**config.mk**
```make
export PLATFORM = sky130hd
export DESIGN_NAME = cp_energy_window_sum_core
export DESIGN_NICKNAME = d
export VERILOG_FILES = /design/src/hdl/cpew_pkg.sv /design/src/hdl/cpew_cell.sv /design/src/hdl/cpew_energy.sv /design/src/hdl/cp_energy_window_sum_core.sv
export SDC_FILE = /design/constraint.sdc
export NUM_CORES = 2
export LEC_CHECK = 0
export ABC_CLOCK_PERIOD_IN_PS = 8200
export BUFFER_PORTS_ARGS = -buffer_cell sky130_fd_sc_hd__buf_2
export CAP_MARGIN = 20
export CELL_PAD_IN_SITES_DETAIL_PLACEMENT = 0
export CELL_PAD_IN_SITES_GLOBAL_PLACEMENT = 1
export CORE_AREA = 5 5 355 357
export CTS_BUF_LIST = sky130_fd_sc_hd__clkbuf_8
export DETAILED_ROUTE_END_ITERATION = 8
export DIE_AREA = 0 0 360 362
export PLACE_DENSITY_LB_ADDON = 0.08
export SYNTH_ARGS = -nofsm -noshare
export SYNTH_HDL_FRONTEND = slang
export SYNTH_HIERARCHICAL = 1
export SYNTH_SLANG_ARGS = --single-unit
```
**constraint.sdc**
```tcl
create_clock -name i_clk -period 8.2 [get_ports i_clk]
set_clock_uncertainty 0.15 [all_clocks]
set_input_delay 0 -clock i_clk [delete_from_list [all_inputs] [get_ports i_clk]]
set_output_delay 0 -clock i_clk [all_outputs]
set_load 0.03 [all_outputs]
```
**src/hdl/cpew_pkg.sv**
```systemverilog
// shared constants for the weighted cyclic-prefix energy window sum
package cpew_pkg;

    // default geometry
    localparam int DEF_WINDOW      = 16;
    localparam int DEF_SAMPLE_BITS = 12;
    localparam int DEF_RHO_BITS    = 16;

    // fixed port widths
    localparam int CFG_W = 16;
    localparam int OUT_W = 27;

endpackage

```
**src/hdl/cpew_cell.sv**
```systemverilog
// one delay-line cell holding a single weighted energy
module cpew_cell #(
    parameter int E_W = 23
) (
    input  logic           i_clk,
    input  logic           i_rst_n,
    input  logic           i_shift,
    input  logic [E_W-1:0] i_energy,
    output logic [E_W-1:0] o_energy
);

    logic [E_W-1:0] r_energy;

    always_ff @(posedge i_clk) begin
        if (!i_rst_n) begin
            r_energy <= '0;
        end else if (i_shift) begin
            r_energy <= i_energy;
        end
    end

    assign o_energy = r_energy;

endmodule

```
**src/hdl/cpew_energy.sv**
```systemverilog
// four-stage pipeline computing (rho * sum of squares) >> (rho bits + 1)
module cpew_energy
    import cpew_pkg::*;
#(
    parameter int SAMPLE_BITS = DEF_SAMPLE_BITS,
    parameter int RHO_BITS    = DEF_RHO_BITS
) (
    input  logic                          i_clk,
    input  logic                          i_rst_n,
    input  logic                          i_valid,
    output logic                          o_ready,
    input  logic signed [SAMPLE_BITS-1:0] i_cur_real,
    input  logic signed [SAMPLE_BITS-1:0] i_cur_imag,
    input  logic signed [SAMPLE_BITS-1:0] i_lag_real,
    input  logic signed [SAMPLE_BITS-1:0] i_lag_imag,
    input  logic [RHO_BITS-1:0]           i_rho,
    output logic                          o_valid,
    input  logic                          i_ready,
    output logic [2*SAMPLE_BITS-2:0]      o_energy
);

    localparam int SQ_W = 2 * SAMPLE_BITS - 1;
    localparam int S_W  = 2 * SAMPLE_BITS + 1;
    localparam int H    = (S_W + 1) / 2;
    localparam int HI_W = S_W - H;
    localparam int LO_P = RHO_BITS + H;
    localparam int HI_P = RHO_BITS + HI_W;
    localparam int P_W  = RHO_BITS + S_W;
    localparam int E_W  = 2 * SAMPLE_BITS - 1;

    logic r_va, r_vb, r_vc, r_vd;
    logic rdy_a, rdy_b, rdy_c, rdy_d;

    logic [SQ_W-1:0] r_sq_cr, r_sq_ci, r_sq_lr, r_sq_li;
    logic [S_W-1:0]  r_sum;
    logic [LO_P-1:0] r_plo;
    logic [HI_P-1:0] r_phi;
    logic [E_W-1:0]  r_energy;

    logic signed [2*SAMPLE_BITS-1:0] sq_cr, sq_ci, sq_lr, sq_li;
    logic [P_W-1:0] prod;

    // stage moves when empty or when the next one moves
    assign rdy_d   = !r_vd || i_ready;
    assign rdy_c   = !r_vc || rdy_d;
    assign rdy_b   = !r_vb || rdy_c;
    assign rdy_a   = !r_va || rdy_b;
    assign o_ready = rdy_a;

    assign sq_cr = i_cur_real * i_cur_real;
    assign sq_ci = i_cur_imag * i_cur_imag;
    assign sq_lr = i_lag_real * i_lag_real;
    assign sq_li = i_lag_imag * i_lag_imag;

    assign prod = (P_W'(r_phi) << H) + P_W'(r_plo);

    always_ff @(posedge i_clk) begin
        if (!i_rst_n) begin
            r_va <= 1'b0;
            r_vb <= 1'b0;
            r_vc <= 1'b0;
            r_vd <= 1'b0;
        end else begin
            if (rdy_a) r_va <= i_valid;
            if (rdy_b) r_vb <= r_va;
            if (rdy_c) r_vc <= r_vb;
            if (rdy_d) r_vd <= r_vc;
        end
    end

    always_ff @(posedge i_clk) begin
        if (rdy_a && i_valid) begin
            r_sq_cr <= sq_cr[SQ_W-1:0];
            r_sq_ci <= sq_ci[SQ_W-1:0];
            r_sq_lr <= sq_lr[SQ_W-1:0];
            r_sq_li <= sq_li[SQ_W-1:0];
        end
        if (rdy_b && r_va) begin
            r_sum <= S_W'(r_sq_cr) + S_W'(r_sq_ci) + S_W'(r_sq_lr) + S_W'(r_sq_li);
        end
        // split product keeps each multiplier narrow
        if (rdy_c && r_vb) begin
            r_plo <= LO_P'(i_rho) * LO_P'(r_sum[H-1:0]);
            r_phi <= HI_P'(i_rho) * HI_P'(r_sum[S_W-1:H]);
        end
        if (rdy_d && r_vc) begin
            r_energy <= prod[RHO_BITS+1 +: E_W];
        end
    end

    assign o_valid  = r_vd;
    assign o_energy = r_energy;

endmodule

```
**src/hdl/cp_energy_window_sum_core.sv**
```systemverilog
// top level: weighted energy moving sum over a chain of delay cells
//
//  channel  | handshake          | payload
//  ---------+--------------------+----------------------------------------------
//  input    | i_valid / o_ready  | i_cur_real, i_cur_imag, i_lag_real, i_lag_imag
//  output   | o_valid / i_ready  | o_window_energy
//  config   | i_cfg_wr_en        | i_cfg_wr_data (rho, unsigned q0.16)
//
// one item per cycle sustained while the result side keeps reading; the accepting
// edge loads the first of four energy stages, and o_valid rises when the item
// reaches the output register, the last step
// the delay cells and running total update when an item loads the output
// register, so the window moves once per item
// synchronous active-low reset clears rho, the cells, the total and all valids
// a held result stalls only the stages behind it; bubbles still fill
module cp_energy_window_sum_core
    import cpew_pkg::*;
#(
    parameter int WINDOW      = DEF_WINDOW,
    parameter int SAMPLE_BITS = DEF_SAMPLE_BITS,
    parameter int RHO_BITS    = DEF_RHO_BITS
) (
    input  logic                          i_clk,
    input  logic                          i_rst_n,
    // config
    input  logic                          i_cfg_wr_en,
    input  logic [CFG_W-1:0]              i_cfg_wr_data,
    // input items
    input  logic                          i_valid,
    output logic                          o_ready,
    input  logic signed [SAMPLE_BITS-1:0] i_cur_real,
    input  logic signed [SAMPLE_BITS-1:0] i_cur_imag,
    input  logic signed [SAMPLE_BITS-1:0] i_lag_real,
    input  logic signed [SAMPLE_BITS-1:0] i_lag_imag,
    // result items
    output logic                          o_valid,
    input  logic                          i_ready,
    output logic [OUT_W-1:0]              o_window_energy
);

    localparam int E_W   = 2 * SAMPLE_BITS - 1;
    localparam int TOT_W = E_W + $clog2(WINDOW);
    localparam int SAT_W = (TOT_W > OUT_W) ? TOT_W : OUT_W;

    logic [CFG_W-1:0] r_rho_q16;

    logic           e_valid;
    logic           e_ready;
    logic [E_W-1:0] e_energy;

    logic [E_W-1:0] cell_q [WINDOW];

    logic             out_free;
    logic             take;
    logic [TOT_W-1:0] r_total;
    logic [TOT_W-1:0] n_total;
    logic [SAT_W-1:0] total_x;
    logic [OUT_W-1:0] n_window_energy;
    logic             r_out_valid;
    logic [OUT_W-1:0] r_window_energy;

    // rho register, written only while idle by the user; the block does not enforce it
    always_ff @(posedge i_clk) begin
        if (!i_rst_n) begin
            r_rho_q16 <= '0;
        end else if (i_cfg_wr_en) begin
            r_rho_q16 <= i_cfg_wr_data;
        end
    end

    cpew_energy #(
        .SAMPLE_BITS (SAMPLE_BITS),
        .RHO_BITS    (RHO_BITS)
    ) u_energy (
        .i_clk      (i_clk),
        .i_rst_n    (i_rst_n),
        .i_valid    (i_valid),
        .o_ready    (o_ready),
        .i_cur_real (i_cur_real),
        .i_cur_imag (i_cur_imag),
        .i_lag_real (i_lag_real),
        .i_lag_imag (i_lag_imag),
        .i_rho      (RHO_BITS'(r_rho_q16)),
        .o_valid    (e_valid),
        .i_ready    (e_ready),
        .o_energy   (e_energy)
    );

    // output register frees up when empty or being read
    assign out_free = !r_out_valid || i_ready;
    assign e_ready  = out_free;
    assign take     = e_valid && out_free;

    // delay line: newest energy enters cell 0, oldest leaves the last cell
    genvar g;
    generate
        for (g = 0; g < WINDOW; g++) begin : g_cell
            if (g == 0) begin : g_head
                cpew_cell #(.E_W(E_W)) u_cell (
                    .i_clk    (i_clk),
                    .i_rst_n  (i_rst_n),
                    .i_shift  (take),
                    .i_energy (e_energy),
                    .o_energy (cell_q[g])
                );
            end else begin : g_body
                cpew_cell #(.E_W(E_W)) u_cell (
                    .i_clk    (i_clk),
                    .i_rst_n  (i_rst_n),
                    .i_shift  (take),
                    .i_energy (cell_q[g-1]),
                    .o_energy (cell_q[g])
                );
            end
        end
    endgenerate

    // running total: add newest, drop the one leaving the window
    assign n_total = r_total + TOT_W'(e_energy) - TOT_W'(cell_q[WINDOW-1]);

    // saturate to the output width, only reachable with wide parameters
    assign total_x = SAT_W'(n_total);
    assign n_window_energy = (total_x > SAT_W'({OUT_W{1'b1}})) ? {OUT_W{1'b1}}
                                                                 : total_x[OUT_W-1:0];

    always_ff @(posedge i_clk) begin
        if (!i_rst_n) begin
            r_total     <= '0;
            r_out_valid <= 1'b0;
        end else if (take) begin
            r_total     <= n_total;
            r_out_valid <= 1'b1;
        end else if (i_ready) begin
            r_out_valid <= 1'b0;
        end
    end

    always_ff @(posedge i_clk) begin
        if (take) begin
            r_window_energy <= n_window_energy;
        end
    end

    assign o_valid         = r_out_valid;
    assign o_window_energy = r_window_energy;

endmodule

```
Word-level counts from Yosys, hierarchy flattened
Index checks and enable logic that the tools add are counted.

cells by class
  add/subtract/negate cells = 6
  multipliers = 6
  div/mod/pow operators = 0
  magnitude comparators = 1
  equal/unequal tests = 0
  shift operators = 0
  muxes and demuxes = 2
  bitwise operators = 0
  reductions and logical operators = 16

operators by type and width
  cell                                        number
  multiplier 12 x 12 -> 23 bit                4
  adder 25 x 23 -> 25 bit                     2
  adder 40 x 29 -> 40 bit                     1
  multiplier 16 x 13 -> 29 bit                1
  adder 27 x 23 -> 27 bit                     1
  > comparator 27 bit, second input constant  1
  multiplier 16 x 12 -> 27 bit                1
  subtractor 27 x 23 -> 27 bit                1
  adder 23 x 23 -> 24 bit                     1
  logical AND 1 bit                           5
  logical NOT 1 bit                           5
  logical OR 1 bit                            5
  two-way mux 1 bit                           2
  nonzero test 2 bit                          1

storage, ports and cells
  flip-flop bits (word level) = 639
  latch bits = 0
  memory bits (writable) = 0
  memory bits (read-only) = 0
  input bits = 69
  output and inout port bits = 29
  logic and storage cells = 63
  memories = 0

Logic depth before layout (Yosys ltp)
  depth in word-level cells = 7
  mapped depth = 22
  depth with buffers taken out = 21

Modules after synthesis
The synthesis kept the hierarchy.

modules (own cells, without submodules)
  module                     times used  cells each  area each (um^2)
  cpew_energy                1           4,049       39,542.9
  cpew_cell                  16          74          893.4
  cp_energy_window_sum_core  1           499         4,555.6

Worst setup path before layout
OpenSTA, ideal clock, no wires.

  path kind = register to register
  from = register o_valid (netlist name)
  to = register u_energy.r_sq_ci[0] (enable)
  setup time = 587 ps
  data arrival time = 5,280 ps
  data required time = 7,463 ps
  setup slack = 2,183 ps
  stages on the path, launching flop included = 5
  path buffers = 0
  period minus slack after synthesis = 6,017 ps
  cells stage by stage = dfxtp_1 > nand2b_1 > nor2b_1 > and2_0 > a31oi_1

RTL lines
  what                  line               RTL
  end signal, assigned  cpew_energy.sv:74  r_sq_ci <= sq_ci[SQ_W-1:0];
  end, declared         cpew_energy.sv:34  logic [SQ_W-1:0] r_sq_cr, r_sq_ci, r_sq_lr, r_sq_li;

Worst setup path in the final report
  from = register r_rho_q16[7]
  to = register u_energy.r_phi[26], data pin

on the way
  longest elaborated chain between the ends = 1

RTL lines
  what                          line                             RTL
  start, declared               cp_energy_window_sum_core.sv:45  logic [CFG_W-1:0] r_rho_q16;
  start signal, assigned        cp_energy_window_sum_core.sv:67  r_rho_q16 <= i_cfg_wr_data;
  multiplier 16 x 12 -> 27 bit  cpew_energy.sv:84                r_phi <= HI_P'(i_rho) * HI_P'(r_sum[S_W-1:H]);
  end signal, assigned          cpew_energy.sv:84
  end, declared                 cpew_energy.sv:37                logic [HI_P-1:0] r_phi;

Every way passes these cells.
A chain may end at the register's enable or synchronous reset.

==> flow_summary.toml <==
[timing]
fin_setup_tns_ns = 0
fmax_mhz = 156.2
fin_crit_sh_pct = 78.09
slew_headroom_pct = 26.51
grt_setup_unrepaired = "false"
worstMarginPinSlew_ns = 1.102
setup_viol = 0
finalCriticalPeriod_ns = 6.403
slew_viol_final = 0
hold_viol = 0
worst_hold_slack_ns = 0.1046

[finish]
syn2layout_area_growth_pct = 7.288
instances_no_fill = 7553
final_nets = 7140
drive_gt1_share_pct = 5.226
n_fill_cell = 11430

[global_route]
antenna_found_initial = 5
grt_pass1_wl_mm = 201.2
track_usage_pct = 18.68
grt_pass1_vias = 39150
grt.overflow.total = 0
grt_max_degree = 153

[hold_path]
min_path_cells = 6
worstHoldPathType = "input port to flip-flop"
hp-start = "i_lag_imag[11]"
holdPathEnd = "u_energy/r_sq_li[22]"

[routing]
final_antenna_net_count = 0
detail_route.iter0.violations = 1456
via_count = 36430
via_per_inst = 4.823
drcViolationCount = 0
totalWireLength_mm = 118.2
drt-pass1-iter-count = 5
wl_per_cell_um = 15.65

[die]
rows = 129
die_h_um = 362
initial_core_util_pct = 47.60
die_w_um = 360
num_io_pins = 98
design.die.area_um2 = 130300
design.core.area_um2 = 122700

[logic_synthesis]
synth.distinct_cells = 84
synth_xor_area_share_pct = 3.060
synthMuxAreaShare_pct = 6.668
ys_seq_area_share_pct = 24.86
synth_ff_type = "dfxtp_1"
synth_adder_area_share_pct = 37.47
ys_ff_latch = 622
async_flop_share_pct = 0
synth_cells = 5732
syn_area_per_cell_um2 = 10.19
synth_edf_count = 206
yosysWarnings = 6
synth-simple-area-share_pct = 13.28
synth_top_family_by_area = "adder cells"
synth_compound_area_share_pct = 4.588
netlist_area_um2 = 58390

[power_and_ir_drop]
totalPowerFinal_uw = 24890
vdd_ir_drop_max_mv = 0.4936
switchingPower_uw = 11410
combPwrFrac_pct = 67.9
power.clock.fraction_pct = 11.4
power_density_nw_per_um2 = 397.3
intPower_uw = 13480
sw_frac_of_total_pct = 45.83
cellLeakagePower_uw = 0.02812
pwr-share-seq_pct = 20.8

[cts]
htreeDepth = 3
tritoncts = "yes"
clock-sinks = 622
cts-root-buf = "clkbuf_8"
clk_latency_ns = 0.76
cts_setup_buffers = 0
cts_buffers = 106
clk_pin_slew_ns = 0.06
cts_resized = 0
clock_path_buffers = 3

[worst_setup_path]
r2r_start = "r_rho_q16[7]"
end_kind = "flip-flop"
start_kind = "flip-flop"
rrSetupSlack_ns = 1.80
cp_data_required_time_ns = 8.55
worstRegToRegCells = 16
r2r_end = "u_energy/r_phi[26]"
critPathArrivalTime_ns = 6.75
critical_path_peak_fanout = 20
path_class = "flip-flop to flip-flop"

[placed_design]
dp_cells = 7279
hpwl_mm = 92.54
gp_congestion = 0.8020
io_buffers = 97

[outcome]
outcome = "complete, no violations"

[flow_run]
max-cap-violations = 0
[layer usage]
layer  GRT usage, %  wire, µm  up-vias  share of wire (%)
met2          33.27     59100      404                 50
li1               -         -    17970                  -
met4          5.012      2651        4                2.2
met1          24.13     52840    17890                 45
met3          2.354      3560      164                3.0
met5              0        27        -              0.023
[how the worst max path moves through the flow]
stage / from / end / slack, ns
3_3_place_gp: r_rho_q16[9] / u_energy/r_plo[28] / 1.84
2_1_floorplan: o_valid / u_energy/r_sq_ci[0] / 2.18
5_1_grt: r_rho_q16[7] / u_energy/r_phi[26] / 1.40
3_5_place_dp: r_rho_q16[9] / u_energy/r_plo[28] / 1.82
6_report: r_rho_q16[7] / u_energy/r_phi[26] / 1.80
4_1_cts: r_rho_q16[9] / u_energy/r_plo[28] / 1.79
[flip-flops by register name (all words and copies together) (netlist names)]
| name | count |
|---|---|
| u_energy/r_sq_ci | 22 |
| u_energy/r_sq_cr | 22 |
| u_energy/r_va | 1 |
| u_energy/r_sq_lr | 22 |
| u_energy/r_sq_li | 22 |
| u_energy/r_vb | 1 |
| o_window_energy | 27 |
| u_energy/r_vc | 1 |
| u_energy/o_valid | 1 |
| r_rho_q16 | 16 |
| u_energy/o_energy | 23 |
| u_energy/r_phi | 27 |
| g_cell.g_body.u_cell/o_energy | 345 |
| u_energy/r_plo | 16 |
| u_energy/r_sum | 25 |
| o_valid | 1 |
| r_total | 27 |
| g_cell.g_head.u_cell/o_energy | 23 |
[power by group through the flow]
stage | logic (µW) | registers, µW | clock network, µW
floorplan | 13300 | 4800 | 0
global placement | 17000 | 5240 | 0
detailed placement | 17000 | 5250 | 0
CTS | 17200 | 5190 | 2960
global route | 19500 | 5220 | 3110
finish | 16900 | 5170 | 2820
[cells in the mapped netlist (10+ instances only)]
cell type	number	area share [%]
and2_1	323	3.5
a31oi_1	19	0.20
buf_6	16	0.31
a211oi_1	20	0.26
nor2b_1	391	4.2
mux2i_1	389	6.7
clkbuf_1	160	1.0
nor2_1	169	1.1
nor3_1	46	0.39
o21bai_1	12	0.15
nand2_1	409	2.6
nand2b_1	19	0.20
buf_12	32	1.1
a21o_1	55	0.71
nand3_1	34	0.29
nand4_1	20	0.21
and3_1	20	0.21
inv_1	1180	7.6
edfxtp_1	206	11
xnor2_1	168	2.5
dfxtp_1	416	14
a21oi_1	115	0.99
fa_1	836	29
o21a_1	28	0.36
or3_1	10	0.11
o21ai_0	53	0.45
xor2_1	36	0.54
ha_1	411	8.8
[stage by stage]
stage / utilization [%] / setup slack [ns] / cell area (µm²)
floorplan: - / 2.183 / 58400
global placement: 48.71 / 1.844 / 59750
detailed placement: 48.71 / 1.817 / 59750
CTS: 51.05 / 1.793 / 62630
global route: 51.07 / 1.403 / 62640
finish: 51.07 / 1.797 / 62650
[critical path: stages, from the launching register on]
cell      delay, ns
dfxtp_1        0.97
nand2_1        0.18
fa_1           0.61
fa_1           0.45
fa_1           0.54
inv_1          0.05
fa_1           0.49
fa_1           0.41
ha_1           0.32
o21a_1         0.14
o21ai_0        0.13
a31o_2         0.27
a211oi_1       0.50
a311oi_1       0.26
o311ai_0       0.39
a21oi_1        0.13
xnor2_1        0.13
[cell usage in the layout, fill, tap and decap left out, drive strengths merged, types with 9 or more instances in the layout]
cell type,Yosys,routed
fa,836,836
a21oi,116,116
nor2,169,169
a31oi,19,19
ha,411,411
mux2i,389,389
o21bai,12,12
and2,325,325
edfxtp,206,206
dlygate4sd3,0,73
buf,53,123
xnor2,168,168
nor2b,391,391
o21ai,56,56
o31ai,9,9
and3,21,21
a21o,55,55
or2,10,10
a211oi,21,21
nand3,34,34
clkbuf,160,111
inv,1180,1217
nand2,409,409
or3,10,10
nor4,9,9
clkinv,2,40
nand2b,19,19
dfxtp,416,416
xor2,36,36
nand4,20,20
nor3,46,46
o21a,28,28
[final cells by class]
type / instances / area (µm²) / area share (%)
flip-flops and latches: 622 / 14510 / 23.17
multi-input cells: 3716 / 38030 / 60.71
diodes: 3 / 7.507 / 0.01198
clock buffers: 111 / 1528 / 2.439
repair buffers: 196 / 1454 / 2.321
inverters: 1182 / 4444 / 7.094
well taps: 1637 / 2048 / 3.269
clock inverters: 86 / 619.3 / 0.9886
[kinds of logic after synthesis]
family	count (synthesis)
AOI/OAI and AO/OA	393
muxes	389
xor gates and xnor gates	204
and+or+nand+nor	1480
adders and majority gates	1247
DFF	622
other	2
buffers and inverters	1395
[what timing repair did]
action | 4_1_cts | 5_1_grt
endpoints found under the hold margin | 212 | 0
endpoints found under the setup margin | 0 | 0
hold buffers | 73 | 0
(Power assumes the default switching activity.)
